$ cat src/design/eqbs_pkg.sv
// ----------------------------------------------------------------------------
// eqbs_pkg
// Shared types and constants for the event queued buzzer sequencer.
// ----------------------------------------------------------------------------
package eqbs_pkg;

	localparam int NUM_REGS  = 8;
	localparam int REG_IDX_W = 3;
	localparam int PADDR_W   = 5;
	localparam int PDATA_W   = 32;
	localparam int TICKS_W   = 16;
	localparam int EV_W      = 4;
	localparam int DROP_W    = 32;

	typedef logic [TICKS_W-1:0] ticks_t;
	typedef logic [EV_W-1:0]    ev_t;
	typedef logic [1:0]         phase_t;

	// item kinds
	localparam logic OP_TICK    = 1'b0;
	localparam logic OP_REQUEST = 1'b1;

	// event codes
	localparam ev_t EV_NONE   = 4'd0;
	localparam ev_t EV_BOOT   = 4'd1;
	localparam ev_t EV_LOCKED = 4'd7;
	localparam ev_t EV_ALIGN  = 4'd8;

	// duration register indexes
	localparam logic [REG_IDX_W-1:0] REG_LOCKED      = 3'd6;
	localparam logic [REG_IDX_W-1:0] REG_ALIGN_PULSE = 3'd7;

	// align pattern phases
	localparam phase_t PH_FIRST  = 2'd0;
	localparam phase_t PH_GAP    = 2'd1;
	localparam phase_t PH_SECOND = 2'd2;

	localparam ticks_t DUR_RESET [NUM_REGS] = '{
		16'd40, 16'd10, 16'd20, 16'd20, 16'd60, 16'd10, 16'd100, 16'd12
	};

	typedef struct packed {
		ev_t    ev;
		phase_t phase;
		ticks_t ticks;
		logic   level;
	} seq_t;

	// load a tone; a zero duration leaves the sequencer idle
	function automatic seq_t start_ev(input ev_t ev, input ticks_t dur);
		seq_t s;
		s.ev    = ev;
		s.phase = PH_FIRST;
		s.ticks = dur;
		s.level = 1'b1;
		if (dur == '0) begin
			s.ev    = EV_NONE;
			s.level = 1'b0;
		end
		return s;
	endfunction

endpackage

$ cat src/design/event_queued_buzzer_sequencer_top.sv
// ----------------------------------------------------------------------------
// event_queued_buzzer_sequencer_top
// Buzzer event sequencer: event queue, urgent locked tone, align pattern.
// ----------------------------------------------------------------------------
// Usage:
//  Input channel (in_valid / in_stall) carries one beat per item: operation
//  0 is a time tick that runs the sequencer, operation 1 is an event request
//  with its code on event_req. Output channel (out_valid / out_stall) returns
//  exactly one beat per input beat: accepted flag, buzzer pin level, event
//  now playing and the running drop count.
//  Path: a taken beat is held in the input register; its result is written
//  to the output register once the output register can take it.
//  Throughput: one beat per cycle; the whole update is a single pass of
//  small logic (one 16-bit decrement, the queue pointers, the drop counter)
//  between the input register and the output register.
//  Stall: while the output beat is stalled the input register holds and
//  in_stall is raised once it is full, so nothing is lost or repeated.
//  Reset: queue empty, sequencer idle, drop count zero, durations back to
//  their defaults. Durations are set through the APB port, 16 bits each at
//  byte address 4*index; write them only while the block is idle.
// ----------------------------------------------------------------------------
module event_queued_buzzer_sequencer_top #(
	parameter int QUEUE_DEPTH     = 8,
	parameter int ALIGN_GAP_TICKS = 12
) (
	input  logic                      clk,
	input  logic                      arst_n,
	// request / tick channel
	input  logic                      in_valid,
	output logic                      in_stall,
	input  logic                      operation,
	input  eqbs_pkg::ev_t             event_req,
	// result channel
	output logic                      out_valid,
	input  logic                      out_stall,
	output logic                      accepted,
	output logic                      pin_active,
	output eqbs_pkg::ev_t             current_event,
	output logic [eqbs_pkg::DROP_W-1:0] drop_total,
	// configuration
	input  logic                      psel,
	input  logic                      penable,
	input  logic                      pwrite,
	input  logic [eqbs_pkg::PADDR_W-1:0] paddr,
	input  logic [eqbs_pkg::PDATA_W-1:0] pwdata,
	output logic [eqbs_pkg::PDATA_W-1:0] prdata,
	output logic                      pready
);
	import eqbs_pkg::*;

	localparam int PTR_W = (QUEUE_DEPTH > 1) ? $clog2(QUEUE_DEPTH) : 1;
	localparam logic [PTR_W-1:0] PTR_LAST = PTR_W'(QUEUE_DEPTH - 1);
	localparam ticks_t GAP = TICKS_W'(ALIGN_GAP_TICKS);

	function automatic logic [PTR_W-1:0] ptr_next(input logic [PTR_W-1:0] p);
		return (p == PTR_LAST) ? '0 : p + 1'b1;
	endfunction

	function automatic ticks_t dur_of(input ticks_t regs [NUM_REGS], input ev_t ev);
		ticks_t d;
		d = '0;
		if (ev >= EV_BOOT && ev <= EV_ALIGN)
			d = regs[REG_IDX_W'(ev - 1'b1)];
		return d;
	endfunction

	// duration registers
	ticks_t dur_q [NUM_REGS];
	logic   cfg_wr;
	logic [REG_IDX_W-1:0] cfg_idx;

	assign cfg_idx = paddr[PADDR_W-1:2];
	assign cfg_wr  = psel && penable && pwrite;
	assign pready  = 1'b1;
	assign prdata  = {{(PDATA_W - TICKS_W){1'b0}}, dur_q[cfg_idx]};

	always_ff @(posedge clk or negedge arst_n) begin
		if (!arst_n) begin
			for (int i = 0; i < NUM_REGS; i++)
				dur_q[i] <= DUR_RESET[i];
		end else if (cfg_wr) begin
			dur_q[cfg_idx] <= pwdata[TICKS_W-1:0];
		end
	end

	// input register
	logic valid_s1;
	logic op_s1;
	ev_t  ev_s1;
	logic advance;

	assign advance  = valid_s1 && (!out_valid || !out_stall);
	assign in_stall = valid_s1 && !advance;

	always_ff @(posedge clk or negedge arst_n) begin
		if (!arst_n) begin
			valid_s1 <= 1'b0;
		end else if (in_valid && !in_stall) begin
			valid_s1 <= 1'b1;
		end else if (advance) begin
			valid_s1 <= 1'b0;
		end
	end

	always_ff @(posedge clk) begin
		if (in_valid && !in_stall) begin
			op_s1 <= operation;
			ev_s1 <= event_req;
		end
	end

	// sequencer state
	seq_t              seq_q;
	logic              urgent_q;
	logic [PTR_W-1:0]  rd_q;
	logic [PTR_W-1:0]  wr_q;
	logic [DROP_W-1:0] drop_q;
	ev_t               fifo_mem [QUEUE_DEPTH];
	ev_t               head_q;

	seq_t              nxt_seq;
	logic              nxt_urgent;
	logic [PTR_W-1:0]  nxt_rd;
	logic [PTR_W-1:0]  nxt_wr;
	logic [PTR_W-1:0]  wr_inc;
	logic [PTR_W-1:0]  rd_d;
	logic [DROP_W-1:0] nxt_drop;
	ticks_t            cnt;
	logic              acc;
	logic              wr_en;
	logic              pop_ok;

	always_comb begin
		nxt_seq    = seq_q;
		nxt_urgent = urgent_q;
		nxt_rd     = rd_q;
		nxt_wr     = wr_q;
		nxt_drop   = drop_q;
		acc        = 1'b0;
		wr_en      = 1'b0;
		pop_ok     = 1'b0;
		wr_inc     = ptr_next(wr_q);
		cnt        = seq_q.ticks - 1'b1;
		if (op_s1 == OP_REQUEST) begin
			if (ev_s1 >= EV_BOOT && ev_s1 <= EV_ALIGN) begin
				priority if (ev_s1 == EV_LOCKED) begin
					nxt_urgent = 1'b1;
					acc        = 1'b1;
				end else if (wr_inc == rd_q) begin
					nxt_drop = drop_q + 1'b1;
				end else begin
					wr_en  = 1'b1;
					nxt_wr = wr_inc;
					acc    = 1'b1;
				end
			end
		end else if (urgent_q) begin
			// flush queue and start the locked tone
			nxt_urgent = 1'b0;
			nxt_rd     = wr_q;
			nxt_seq    = start_ev(EV_LOCKED, dur_q[REG_LOCKED]);
		end else begin
			pop_ok = 1'b1;
			if (seq_q.ticks != '0) begin
				nxt_seq.ticks = cnt;
				priority if (cnt != '0) begin
					pop_ok = 1'b0;
				end else if (seq_q.ev == EV_ALIGN && seq_q.phase == PH_FIRST
						&& GAP != '0) begin
					nxt_seq.level = 1'b0;
					nxt_seq.phase = PH_GAP;
					nxt_seq.ticks = GAP;
					pop_ok        = 1'b0;
				end else if (seq_q.ev == EV_ALIGN && seq_q.phase == PH_GAP
						&& dur_q[REG_ALIGN_PULSE] != '0) begin
					nxt_seq.level = 1'b1;
					nxt_seq.phase = PH_SECOND;
					nxt_seq.ticks = dur_q[REG_ALIGN_PULSE];
					pop_ok        = 1'b0;
				end else begin
					nxt_seq.ev    = EV_NONE;
					nxt_seq.phase = PH_FIRST;
					nxt_seq.level = 1'b0;
				end
			end
			if (pop_ok && nxt_seq.ev == EV_NONE && rd_q != wr_q) begin
				nxt_rd  = ptr_next(rd_q);
				nxt_seq = start_ev(head_q, dur_of(dur_q, head_q));
			end
		end
	end

	assign rd_d = advance ? nxt_rd : rd_q;

	always_ff @(posedge clk or negedge arst_n) begin
		if (!arst_n) begin
			seq_q    <= '0;
			urgent_q <= 1'b0;
			rd_q     <= '0;
			wr_q     <= '0;
			drop_q   <= '0;
		end else if (advance) begin
			seq_q    <= nxt_seq;
			urgent_q <= nxt_urgent;
			rd_q     <= nxt_rd;
			wr_q     <= nxt_wr;
			drop_q   <= nxt_drop;
		end
	end

	// queue storage; head_q holds the entry at the next read pointer,
	// with a bypass for a write landing on that slot
	always_ff @(posedge clk) begin
		if (advance && wr_en)
			fifo_mem[wr_q] <= ev_s1;
		if (advance && wr_en && wr_q == rd_d)
			head_q <= ev_s1;
		else
			head_q <= fifo_mem[rd_d];
	end

	// result register
	logic out_valid_q;
	logic accepted_q;

	always_ff @(posedge clk or negedge arst_n) begin
		if (!arst_n) begin
			out_valid_q <= 1'b0;
		end else if (advance) begin
			out_valid_q <= 1'b1;
		end else if (!out_stall) begin
			out_valid_q <= 1'b0;
		end
	end

	always_ff @(posedge clk) begin
		if (advance)
			accepted_q <= acc;
	end

	assign out_valid     = out_valid_q;
	assign accepted      = accepted_q;
	assign pin_active    = seq_q.level;
	assign current_event = seq_q.ev;
	assign drop_total    = drop_q;

	// checks
	a_pin_needs_event: assert property (@(posedge clk) disable iff (!arst_n)
		seq_q.level |-> seq_q.ev != EV_NONE)
		else $error("buzzer driven with no event playing");

	a_idle_clean: assert property (@(posedge clk) disable iff (!arst_n)
		seq_q.ev == EV_NONE |-> (seq_q.ticks == '0 && seq_q.phase == PH_FIRST))
		else $error("idle sequencer holds a count or phase");

	a_phase_align_only: assert property (@(posedge clk) disable iff (!arst_n)
		seq_q.phase != PH_FIRST |-> seq_q.ev == EV_ALIGN)
		else $error("pattern phase set on a plain tone");

	a_drop_step: assert property (@(posedge clk) disable iff (!arst_n)
		drop_q != $past(drop_q) |-> drop_q == $past(drop_q) + 1'b1)
		else $error("drop count moved by more than one");

	a_state_holds: assert property (@(posedge clk) disable iff (!arst_n)
		!$past(advance) |-> ($stable(seq_q) && $stable(rd_q) && $stable(wr_q)))
		else $error("sequencer state changed without an item");

endmodule

$ cat config.mk
export PLATFORM = sky130hd
export DESIGN_NAME = event_queued_buzzer_sequencer_top
export DESIGN_NICKNAME = d
export VERILOG_FILES = /design/src/design/eqbs_pkg.sv /design/src/design/event_queued_buzzer_sequencer_top.sv
export SDC_FILE = /design/constraint.sdc
export NUM_CORES = 1
export LEC_CHECK = 0
export ABC_AREA = 1
export BUFFER_PORTS_ARGS = -buffer_cell sky130_fd_sc_hd__buf_2
export CAP_MARGIN = 10
export CORE_UTILIZATION = 40
export DETAILED_ROUTE_END_ITERATION = 10
export GPL_TIMING_DRIVEN = 0
export SLEW_MARGIN = 20
export SYNTH_ARGS = -nofsm -noshare
export SYNTH_HDL_FRONTEND = slang
export SYNTH_SLANG_ARGS = --single-unit
$ cat constraint.sdc
create_clock -name clk -period 8.7 [get_ports clk]
set_input_delay 1.74 -clock clk [delete_from_list [all_inputs] [get_ports clk]]
set_output_delay 1.74 -clock clk [all_outputs]
set_load 0.02 [all_outputs]
# After elaboration in Yosys (flattened, before gate mapping)
# Memories as Yosys holds them, arrays and structs flattened. A register that Yosys moved wholly into a read port is not among the register bits.
# Index checks and enable logic that the tools add are counted.
dict set report totals {
  word_cells 140
  register_bits 198
  ramBits 32
  n_memories 1
  in_bits 49
}
dict set report op_classes {
  mux 55
  order_cmp 7
  bitwise 5
  n_eq_ne 11
  addsub 5
  n_reduce_logical 35
}
# memory depth word_bits rd rd_ports_with_merged_regs wr line
set mem_list {}
lappend mem_list {fifo_mem 8 4 1 1 1 event_queued_buzzer_sequencer_top.sv:118} ;# ev_t fifo_mem [QUEUE_DEPTH];
# op count
set ops {}
lappend ops {{$mux 16} 10}
lappend ops {{$mux 23} 6}
lappend ops {{$bwmux 128} 1}
lappend ops {{$bmux 16 s3} 2}
lappend ops {{$demux 16 s3} 1}
lappend ops {{$reduce_bool 16->1} 3}
lappend ops {{$add 32x1->32 const B} 1}
lappend ops {{$logic_not 16->1} 2}
lappend ops {{$mux 1} 23}
lappend ops {{$mux 3} 7}
lappend ops {{$mux 19} 1}
lappend ops {{$sub 16x1->16 const B} 1}
lappend ops {{$logic_and 1x1->1} 14}
lappend ops {{$mux 4} 3}
lappend ops {{$reduce_and 5->1} 2}
lappend ops {{$ge 4x1->1 const B} 2}
lappend ops {{$ge 4x4->1 const B} 2}
lappend ops {{$le 4x4->1 const B} 2}
lappend ops {{$not 3->4} 2}
lappend ops {{$add 3x1->3 const B} 2}
lappend ops {{$eq 3x3->1 const B} 2}
lappend ops {{$ne 2x1->1 const B} 3}
lappend ops {{$reduce_and 3->1} 2}
lappend ops {{$eq 4x3->1 const B} 1}
lappend ops {{17 further kinds} 23}

# Logic depth before layout (Yosys ltp)
# Gate-level depths: netlist of the first run.
dict set report logic_depth {
  depth_word 19
  ltp_mapped 25
  mapped_depth_nobuf 22
}

# Least setup slack after synthesis of the first run
# Ideal clock, no wire load.
dict set report synth_path {
  path_kind {input-to-output}
  start {input paddr[4] (netlist bit)}
  end {output prdata[6] (netlist bit)}
  cell_stages 6
  t_required_ps 6960
  setup_slack_ps 3834
  t_arrival_ps 3126
  cell_sequence {inv_1 > nor3_1 > clkinv_1 > o22ai_1 > a221oi_1 > o2111ai_1}
}
dict set report synth_between {
  elab_chain_cells 4
}
# item line
set synth_rtl {}
lappend synth_rtl {{from (decl)} event_queued_buzzer_sequencer_top.sv:44} ;# input logic [eqbs_pkg::PADDR_W-1:0] paddr,
lappend synth_rtl {{$not 3->4 (not written as such)} event_queued_buzzer_sequencer_top.sv:75} ;# assign prdata = {{(PDATA_W - TICKS_W){1'b0}}, dur_q[cfg_idx]};
lappend synth_rtl {{$bmux 16 s3} event_queued_buzzer_sequencer_top.sv:75}
lappend synth_rtl {{$mux 16 (not written as such) (2 in series)} event_queued_buzzer_sequencer_top.sv:75}
lappend synth_rtl {{to (decl)} event_queued_buzzer_sequencer_top.sv:46} ;# output logic [eqbs_pkg::PDATA_W-1:0] prdata,
# Every way passes these cells. The select of a mux whose other input is x is not followed.

# Worst setup path in the final report of the first run
dict set report layout_path {
  start {input paddr[3] (netlist bit)}
  end {output prdata[11] (netlist bit)}
}
# Same word-level chain as after synthesis.

==> results.json, run 1 <==
{
  "outcome": "finished, final reports clean",
  "die_area_um2": 34700,
  "grt_max_degree": 90,
  "power.leakage_nw": 7.56,
  "irDropWorstVdd_uv": 176,
  "final-setup-viol-count": 0,
  "min_period_ps": 5780,
  "yosysTopAreaCellShare": 0.318,
  "initial_core_util": 0.406,
  "dr.first_iter.drc_count": 1198,
  "core_area_um2": 33400,
  "viasPerCell": 5.29,
  "cts_root_buffer": "clkbuf_16",
  "grt_pass1_vias": 12300,
  "yosysUniqueCellTypes": 51,
  "rsz0062_at_grt": "false",
  "drt_pass1_iterations": 8,
  "regArea_um2": 6030,
  "ys_top_cells_by_count": "512 x nand2_1, 238 x inv_1, 207 x nand3_1",
  "r2r_setup_slack_ps": 4240,
  "fin_skew_ps": 19.6,
  "worstMarginPinSlew_ps": 1170,
  "ys_warn_count": 0,
  "cts-resized-gates": 0,
  "maxCapViolCount": 0,
  "antenna_found_initial": 1,
  "worst_slack_ps": 2920,
  "start_kind": "input pin",
  "cts_tree": "built",
  "yosysMostFrequentCell": "nand2_1",
  "crit_arrival_ps": 4040,
  "die_y_um": 186,
  "crit_required_ps": 6960,
  "clk_latency_ps": 550,
  "critPathKind": "input pin to output port",
  "p_per_area_nw_per_um2": 368,
  "slew_headroom": 0.216,
  "drc_errors": 0,
  "nFillCells": 3398,
  "finalSetupTns_ps": 0,
  "htree_num_levels": 1,
  "avgSynthCellArea_um2": 7.50,
  "finalCritPeriodShare": 0.664,
  "clock.fmax_mhz": 173,
  "grt_pass1_wl_um": 71700,
  "multi_input_area_um2": 6200,
  "place.gp.congestion": 0.926,
  "postCtsSetupBuffers": 0,
  "cts.sinks": 233,
  "power_w": 0.00576,
  "synthArstFlopShare": 0.824,
  "holdPathStages": 2,
  "synth_area_leaders": "dfrtp_1 32%, nand2_1 14%, edfxtp_1 8.4%, nand3_1 7.6%, inv_1 6.6%",
  "drive_gt1_frac": 0.123,
  "syn-cell-area_um2": 13600,
  "ant_nets": 0,
  "synth_flop_cell": "dfrtp_1",
  "vias": 12800,
  "min-delay-start": "valid_s1",
  "wl_per_cell_um": 18.8,
  "place_ws_ps": 3020,
  "r2r_end": "pin_active",
  "cp_max_fo": 10,
  "io_buffers": 86,
  "ios": 122,
  "grt_overflow": 0,
  "postSynthCellCount": 1812,
  "hold_end": "out_valid",
  "synth_edf_count": 38,
  "slew_violations": 0,
  "r2r_cells": 23,
  "synth_seq_area_share": 0.444,
  "antenna_cells": 0,
  "yosys_register_bits": 233,
  "wl_um": 45400,
  "clkTransAtPathRegs_ps": 60,
  "hold_violations": 0,
  "worst_hold_path_type": "flop to flop",
  "area_delta_synth_final_pct": 15.0,
  "layout.nets": 2003,
  "dpl.hpwl_um": 34600,
  "yosys.area.top_type": "dfrtp_1",
  "hold_buffers": 0,
  "die_x_um": 186,
  "end_kind": "output port",
  "cts.path.max_buffers": 3,
  "cts_buffers": 27,
  "rows": 67,
  "track_usage": 0.263
}
## critical path, stage by stage
cell       delay (ps)
buf_2             150
nor3_1            820
inv_1             190
clkbuf_1          340
o22ai_1           250
a221oi_1          110
o2111ai_1         210
buf_2             230
## worst max path at each step
stage | depth (start not counted) | from | end
finish | 8 | paddr[3] | prdata[11]
global placement | 8 | paddr[4] | prdata[15]
floorplan | 6 | paddr[4] | prdata[6]
detailed placement | 9 | paddr[2] | prdata[11]
global route | 9 | paddr[2] | prdata[11]
CTS | 9 | paddr[2] | prdata[11]
## area by class of cell
| class | count | share of cell area |
|---|---|---|
| clock buffer | 35 | 0.0464 |
| timing repair buffer | 89 | 0.0322 |
| sequential | 233 | 0.386 |
| buffer | 96 | 0.0323 |
| inverter | 244 | 0.0589 |
| multi-input combinational | 1254 | 0.397 |
| tap | 448 | 0.0359 |
| clock inverter | 15 | 0.0118 |
## where the power goes
part           switching (W)  internal [W]  total [W]
clock network       0.000470      0.000706    0.00118
logic                0.00213      0.000943    0.00307
registers           0.000187       0.00132    0.00151
total                0.00279       0.00297    0.00576
## cell families after synthesis
family | after synthesis | share of synthesized area
other | 2 | 0.000552
xor gates and xnor gates | 44 | 0.0284
AOI/OAI and AO/OA | 254 | 0.108
buffers and inverters | 340 | 0.105
DFF | 233 | 0.444
and+or+nand+nor | 930 | 0.306
adders and majority gates | 9 | 0.00828
## layout by cell type, fill, tap and decap left out, types with 22 or more instances in the layout
master / Yosys / layout
a221oi_1: 22 / 22
clkbuf_1: 51 / 57
nand3b_1: 23 / 23
nand3_1: 207 / 207
dfrtp_1: 173 / 173
clkbuf_16: 0 / 27
buf_2: 11 / 96
nand2_1: 512 / 512
edfxtp_1: 38 / 38
xor2_1: 30 / 30
o21ai_0: 158 / 158
o22ai_1: 26 / 26
nor2_1: 96 / 96
buf_4: 29 / 30
inv_1: 238 / 238
## metal layers
metal,vias up,wire length [um],track usage
met4,0,1620,0.0922
li1,6140,-,-
met5,-,0,0
met3,102,3260,0.0344
met1,5987,20000,0.368
met2,531,20500,0.417
## state kept, by name, summed over array words and instances (netlist names), named ones only
| name | flops |
|---|---|
| accepted | 1 |
| current_event | 4 |
| drop_total | 32 |
| dur_q | 128 |
| ev_s1 | 4 |
| fifo_mem | 32 |
| op_s1 | 1 |
| out_valid | 1 |
| pin_active | 1 |
| rd_q | 3 |
| seq_q | 18 |
| urgent_q | 1 |
| valid_s1 | 1 |
| wr_q | 3 |
## metrics by stage
stage	hold WS (ps)	area [um^2]	std cells	utilization
after detailed placement	471	14700	2364	0.440
after CTS	484	15600	2414	0.467
after global routing	496	15600	2414	0.467
after global placement	456	14600	2361	0.438
after floorplan	444	13600	1827	-
final	477	15600	2414	0.467
Power figures use the tool's default switching activity.
==> run 2, diff against run 1 <==
--- a/config.mk
+++ b/config.mk
@@ -5,7 +5,7 @@
 export SDC_FILE = /design/constraint.sdc
 export NUM_CORES = 1
 export LEC_CHECK = 0
-export ABC_AREA = 1
+export ABC_AREA = 0
 export BUFFER_PORTS_ARGS = -buffer_cell sky130_fd_sc_hd__buf_2
 export CAP_MARGIN = 10
 export CORE_UTILIZATION = 40
==> constraint.sdc (replaced) <==
create_clock -name clk -period 4.98 [get_ports clk]
set_input_delay 0.996 -clock clk [delete_from_list [all_inputs] [get_ports clk]]
set_output_delay 0.996 -clock clk [all_outputs]
set_load 0.02 [all_outputs]
==> results.json, run 2 <==
{
  "yosysMostFrequentCell": "dfrtp_1",
  "yosys_register_bits": 233,
  "clk_latency_ps": 540,
  "largest_reg_flops": 128,
  "drt_pass1_iterations": 9,
  "use_met3": 0.0344,
  "multi_input_area_um2": 6150,
  "cts_root_buffer": "clkbuf_16",
  "htree_num_levels": 1,
  "hold_buffers": 0,
  "crit_required_ps": 5380,
  "dr.first_iter.drc_count": 1017,
  "finalCritPeriodShare": 0.939,
  "final_common_cell": "dfrtp_1",
  "grt_pass1_vias": 9412,
  "synth_area_leaders": "dfrtp_1 34%, mux2_2 13%, edfxtp_1 9.1%, mux4_2 5.2%, a22oi_1 4.3%",
  "slew_headroom": 0.341,
  "ys_warn_count": 0,
  "top_usage_layer": "met2",
  "place.gp.congestion": 0.907,
  "worstMarginPinSlew_ps": 989,
  "critPathMaxStageDelay_ps": 690,
  "drive_gt1_frac": 0.339,
  "final-setup-viol-count": 0,
  "violations": "DRC",
  "irDropWorstVdd_uv": 294,
  "cp_common_cell": "mux4_2",
  "yosysTopAreaCellShare": 0.344,
  "syn-cell-area_um2": 12600,
  "yosys.area.top_type": "dfrtp_1",
  "ys_top_cells_by_count": "173 x dfrtp_1, 143 x mux2_2, 72 x a22oi_1",
  "die_x_um": 179,
  "synthArstFlopShare": 0.824,
  "cp_max_fo": 10,
  "drc_errors": 14,
  "maxCapViolCount": 0,
  "cp.buffers_inverters": 3,
  "cts-resized-gates": 0,
  "synth_edf_count": 38,
  "cts_buffers": 26,
  "wl_um": 37000,
  "core_area_um2": 30700,
  "nFillCells": 2798,
  "end_kind": "flop",
  "finalSetupTns_ps": 0,
  "postSynthCellCount": 1052,
  "outcome": "complete, but fails checks",
  "grtUsageMet2": 0.369,
  "cts.sinks": 233,
  "slew_violations": 0,
  "wl_per_cell_um": 23.1,
  "initial_core_util": 0.409,
  "io_buffers": 83,
  "die_y_um": 179,
  "area_delta_synth_final_pct": 16.0,
  "worst_hold_path_type": "input pin to async pin",
  "ant_nets": 0,
  "final_cell_mix": "173 x dfrtp_1, 143 x mux2_2, 90 x buf_2",
  "hold_violations": 0,
  "ios": 122,
  "antenna_cells": 0,
  "grt_overflow": 0,
  "die_area_um2": 32200,
  "p_per_area_nw_per_um2": 437,
  "clkTransAtPathRegs_ps": 60,
  "min_period_ps": 4670,
  "place_area_um2": 13700,
  "grt_max_degree": 75,
  "layout.nets": 1241,
  "dpl.hpwl_um": 26100,
  "slowest_stage": "clkbuf_1",
  "power.leakage_nw": 6.21,
  "cts.path.max_buffers": 3,
  "grt_pass1_wl_um": 57100,
  "postCtsSetupBuffers": 0,
  "track_usage": 0.234,
  "power_w": 0.00638,
  "critPathKind": "flop to flop",
  "final_cell_area_um2": 14600,
  "synth_flop_cell": "dfrtp_1",
  "cts_tree": "built",
  "avgSynthCellArea_um2": 12.0,
  "vias": 9605,
  "start_kind": "flop",
  "yosysUniqueCellTypes": 92,
  "crit_family": "multiplexers",
  "crit_arrival_ps": 5080,
  "viasPerCell": 6.01,
  "regArea_um2": 6030,
  "rows": 64,
  "clock.fmax_mhz": 214,
  "grt.met1_usage": 0.330,
  "worstPathCellList": "buf_4 > mux4_2 > mux2i_1 > ha_1 > inv_2 > clkbuf_1 > mux4_2 > a2111oi_0 > and4b_1 > o41ai_1",
  "fin_skew_ps": 15.7,
  "rsz0062_at_grt": "false",
  "antenna_found_initial": 0,
  "largest-register": "dur_q",
  "synth_seq_area_share": 0.480
}
[run 2: changes by cell type after synthesis, moves of 29 or more]
cell / delta
nand2_1: -445
inv_1: -223
nand3_1: -188
mux2_2: +143
o21ai_0: -138
a22oi_1: +64
nor2_1: -45
mux2i_1: +33
mux4_2: +29
[run 2: kinds of logic (layout without fill, tap and decap cells)]
group / after synthesis / after routing / synth area share
AO/OA/AOI/OAI: 186 / 186 / 0.111
other: 2 / 17 / 0.000597
XOR/XNOR: 47 / 47 / 0.0327
AND/OR/NAND/NOR: 277 / 277 / 0.121
adder cells (fa/ha/maj): 9 / 9 / 0.00896
multiplexers: 206 / 206 / 0.207
buffers and inverters: 92 / 227 / 0.0390
flip-flops: 233 / 233 / 0.480
[run 2: worst paths after layout]
| check | from | end | slack, ps | cells past startpoint |
|---|---|---|---|---|
| hold reg to reg | drop_total[31] | drop_total[31] | 470 | 1 |
| setup / recovery | flop | current_event[1] | 310 | 10 |
| setup reg to reg | flop | current_event[1] | 310 | 10 |
| hold / removal | arst_n | drop_total[26] | 350 | 1 |
| min in group clk | drop_total[31] | drop_total[31] | 470 | 1 |
| max in group asynchronous | arst_n | dur_q[22] | 3860 | 2 |
[run 2: cell type report]
| type | count | share of cell area |
|---|---|---|
| clock buffer | 35 | 0.0519 |
| timing repair buffer | 89 | 0.0350 |
| clock inverter | 12 | 0.0114 |
| inverter | 18 | 0.00463 |
| sequential | 233 | 0.413 |
| multi-input combinational | 742 | 0.421 |
| buffer | 73 | 0.0287 |
| tap | 396 | 0.0340 |
[run 2: report_power, final]
group	switching (W)	leakage [nW]	internal (W)
sequential	0.000371	2.78	0.00227
combinational	0.000926	2.98	0.000780
clock	0.000809	0.449	0.00123
[run 2: per-stage QoR]
stage | utilization | cells | setup slack, ps | hold slack [ps]
after detailed placement | 0.445 | 1552 | 161 | 464
after CTS | 0.475 | 1599 | 143 | 353
after floorplan | - | 1067 | 1300 | 443
after global placement | 0.440 | 1546 | -386 | 462
final | 0.475 | 1598 | 306 | 354
after global routing | 0.475 | 1598 | 101 | 365
[run 2: layer usage]
layer  routed length, um  vias to the layer above
li1                    -                     4216
met1               15800                     4822
met2               17100                      478
met3                2940                       89
met4                1100                        0
met5                   0                        -
==> run 3, diff against run 2 <==
--- a/config.mk
+++ b/config.mk
@@ -11,6 +11,8 @@
 export CORE_UTILIZATION = 40
 export DETAILED_ROUTE_END_ITERATION = 10
 export GPL_TIMING_DRIVEN = 0
+export MAX_ROUTING_LAYER = met4
+export PLACE_DENSITY_LB_ADDON = 0.12
 export SLEW_MARGIN = 20
 export SYNTH_ARGS = -nofsm -noshare
 export SYNTH_HDL_FRONTEND = slang
==> results.json, run 3 (synthesis results as in run 2) <==
{
  "vias": 9393,
  "p_per_area_nw_per_um2": 444,
  "core_area_um2": 30700,
  "irDropWorstVdd_uv": 278,
  "end_kind": "flop",
  "dpl.hpwl_um": 26600,
  "cp_max_fo": 10,
  "hold_violations": 0,
  "grtUsageMet2": 0.369,
  "critPathKind": "flop to flop",
  "initial_core_util": 0.409,
  "clk_latency_ps": 540,
  "worst_slack_ps": 273,
  "grt_max_degree": 70,
  "drc_errors": 8,
  "ant_nets": 0,
  "grt_pass1_wl_um": 57200,
  "rows": 64,
  "power.leakage_nw": 6.24,
  "hold_buffers": 0,
  "final_core_util": 0.476,
  "violations": "DRC",
  "cts.sinks": 233,
  "track_usage": 0.246,
  "crit_required_ps": 5380,
  "top_usage_layer": "met2",
  "postCtsSetupBuffers": 0,
  "largest_reg_flops": 128,
  "cts-resized-gates": 0,
  "place.gp.congestion": 0.910,
  "worstMarginPinSlew_ps": 1040,
  "dr.first_iter.drc_count": 921,
  "hold-worst-slack_ps": 400,
  "rsz0062_at_grt": "false",
  "area_delta_synth_final_pct": 16.4,
  "final_common_cell": "dfrtp_1",
  "antenna_found_initial": 1,
  "start_kind": "flop",
  "worst_hold_path_type": "input pin to async pin",
  "final_cell_mix": "173 x dfrtp_1, 143 x mux2_2, 90 x buf_2",
  "layout.nets": 1242,
  "io_buffers": 83,
  "cts.path.max_buffers": 3,
  "use_met3": 0.0373,
  "die_y_um": 179,
  "outcome": "complete, but fails checks",
  "largest-register": "dur_q",
  "grt.met1_usage": 0.343,
  "final-setup-viol-count": 0,
  "min_period_ps": 4710,
  "clock.fmax_mhz": 212,
  "cts_root_buffer": "clkbuf_16",
  "power_w": 0.00649,
  "die_area_um2": 32200,
  "slew_headroom": 0.306,
  "finalCritPeriodShare": 0.945,
  "place_ws_ps": 103,
  "drt_pass1_iterations": 8,
  "ios": 122,
  "slew_violations": 0,
  "r2r_end": "pin_active",
  "htree_num_levels": 1,
  "r2r_setup_slack_ps": 270,
  "wl_per_cell_um": 23.3,
  "viasPerCell": 5.87,
  "fin_skew_ps": 11.1,
  "cts_buffers": 27,
  "drive_gt1_frac": 0.342,
  "maxCapViolCount": 0,
  "clkTransAtPathRegs_ps": 60,
  "grt_pass1_vias": 9395,
  "die_x_um": 179,
  "crit_arrival_ps": 5110,
  "wl_um": 37300,
  "cts_tree": "built",
  "r2r_cells": 10,
  "grt_overflow": 0
}
==> run 3: cell types whose count changed in the layout (fill, tap and decap cells not counted) <==
cell,before,now
clkbuf_16,28,27
clkinv_8,2,0
clkinv_4,2,0
clkinv_2,3,10
diode_2,0,1
clkbuf_1,38,36
bufinv_16,3,6
clkinv_1,1,0
==> run 3: layout make-up <==
type / instances / area (um^2)
fill: 2883 / 16100
multi-input combinational: 742 / 6150
sequential: 233 / 6030
clock buffer: 32 / 724
timing repair buffer: 89 / 510
tap: 396 / 495
buffer: 73 / 419
clock inverter: 17 / 238
inverter: 18 / 67.6
antenna: 1 / 2.50
==> run 3: how the worst max path moves through the flow <==
stage	slack, ps	startpoint	to	cells past startpoint
floorplan	1300	flop	pin_active	12
global placement	-510	arst_n	seq_q[7]	1
detailed placement	100	flop	pin_active	12
CTS	100	flop	pin_active	12
global route	80	flop	current_event[1]	11
finish	270	flop	pin_active	10
==> run 3: power breakdown <==
part	total, W	internal [W]	switching (W)	leakage [nW]
logic	0.00170	0.000780	0.000918	2.98
registers	0.00264	0.00227	0.000369	2.78
clock network	0.00216	0.00134	0.000815	0.481
total	0.00649	0.00439	0.00210	6.24
==> run 3: metal layers <==
metal | vias up | wire (um) | part of all wire
met3 | 80 | 2410 | 0.065
li1 | 4229 | - | -
met1 | 4737 | 16800 | 0.45
met5 | - | 0 | 0
met2 | 347 | 17100 | 0.46
met4 | 0 | 1090 | 0.029
==> run 3: critical path, stage by stage (launching register included) <==
cell	delay [ps]
dfxtp_1	330
buf_4	210
mux4_2	530
mux2i_1	410
ha_1	560
inv_2	360
clkbuf_1	670
mux4_2	510
a2111oi_0	410
and4b_1	450
o21ai_0	140
==> run 3: stage by stage <==
stage | TNS [ps] | area, um^2 | cells
6_report | 0 | 14600 | 1601
5_1_grt | 0 | 14600 | 1601
4_1_cts | 0 | 14600 | 1601
3_5_place_dp | 0 | 13700 | 1552
3_3_place_gp | -85510 | 13500 | 1546
2_1_floorplan | 0 | 12600 | 1067
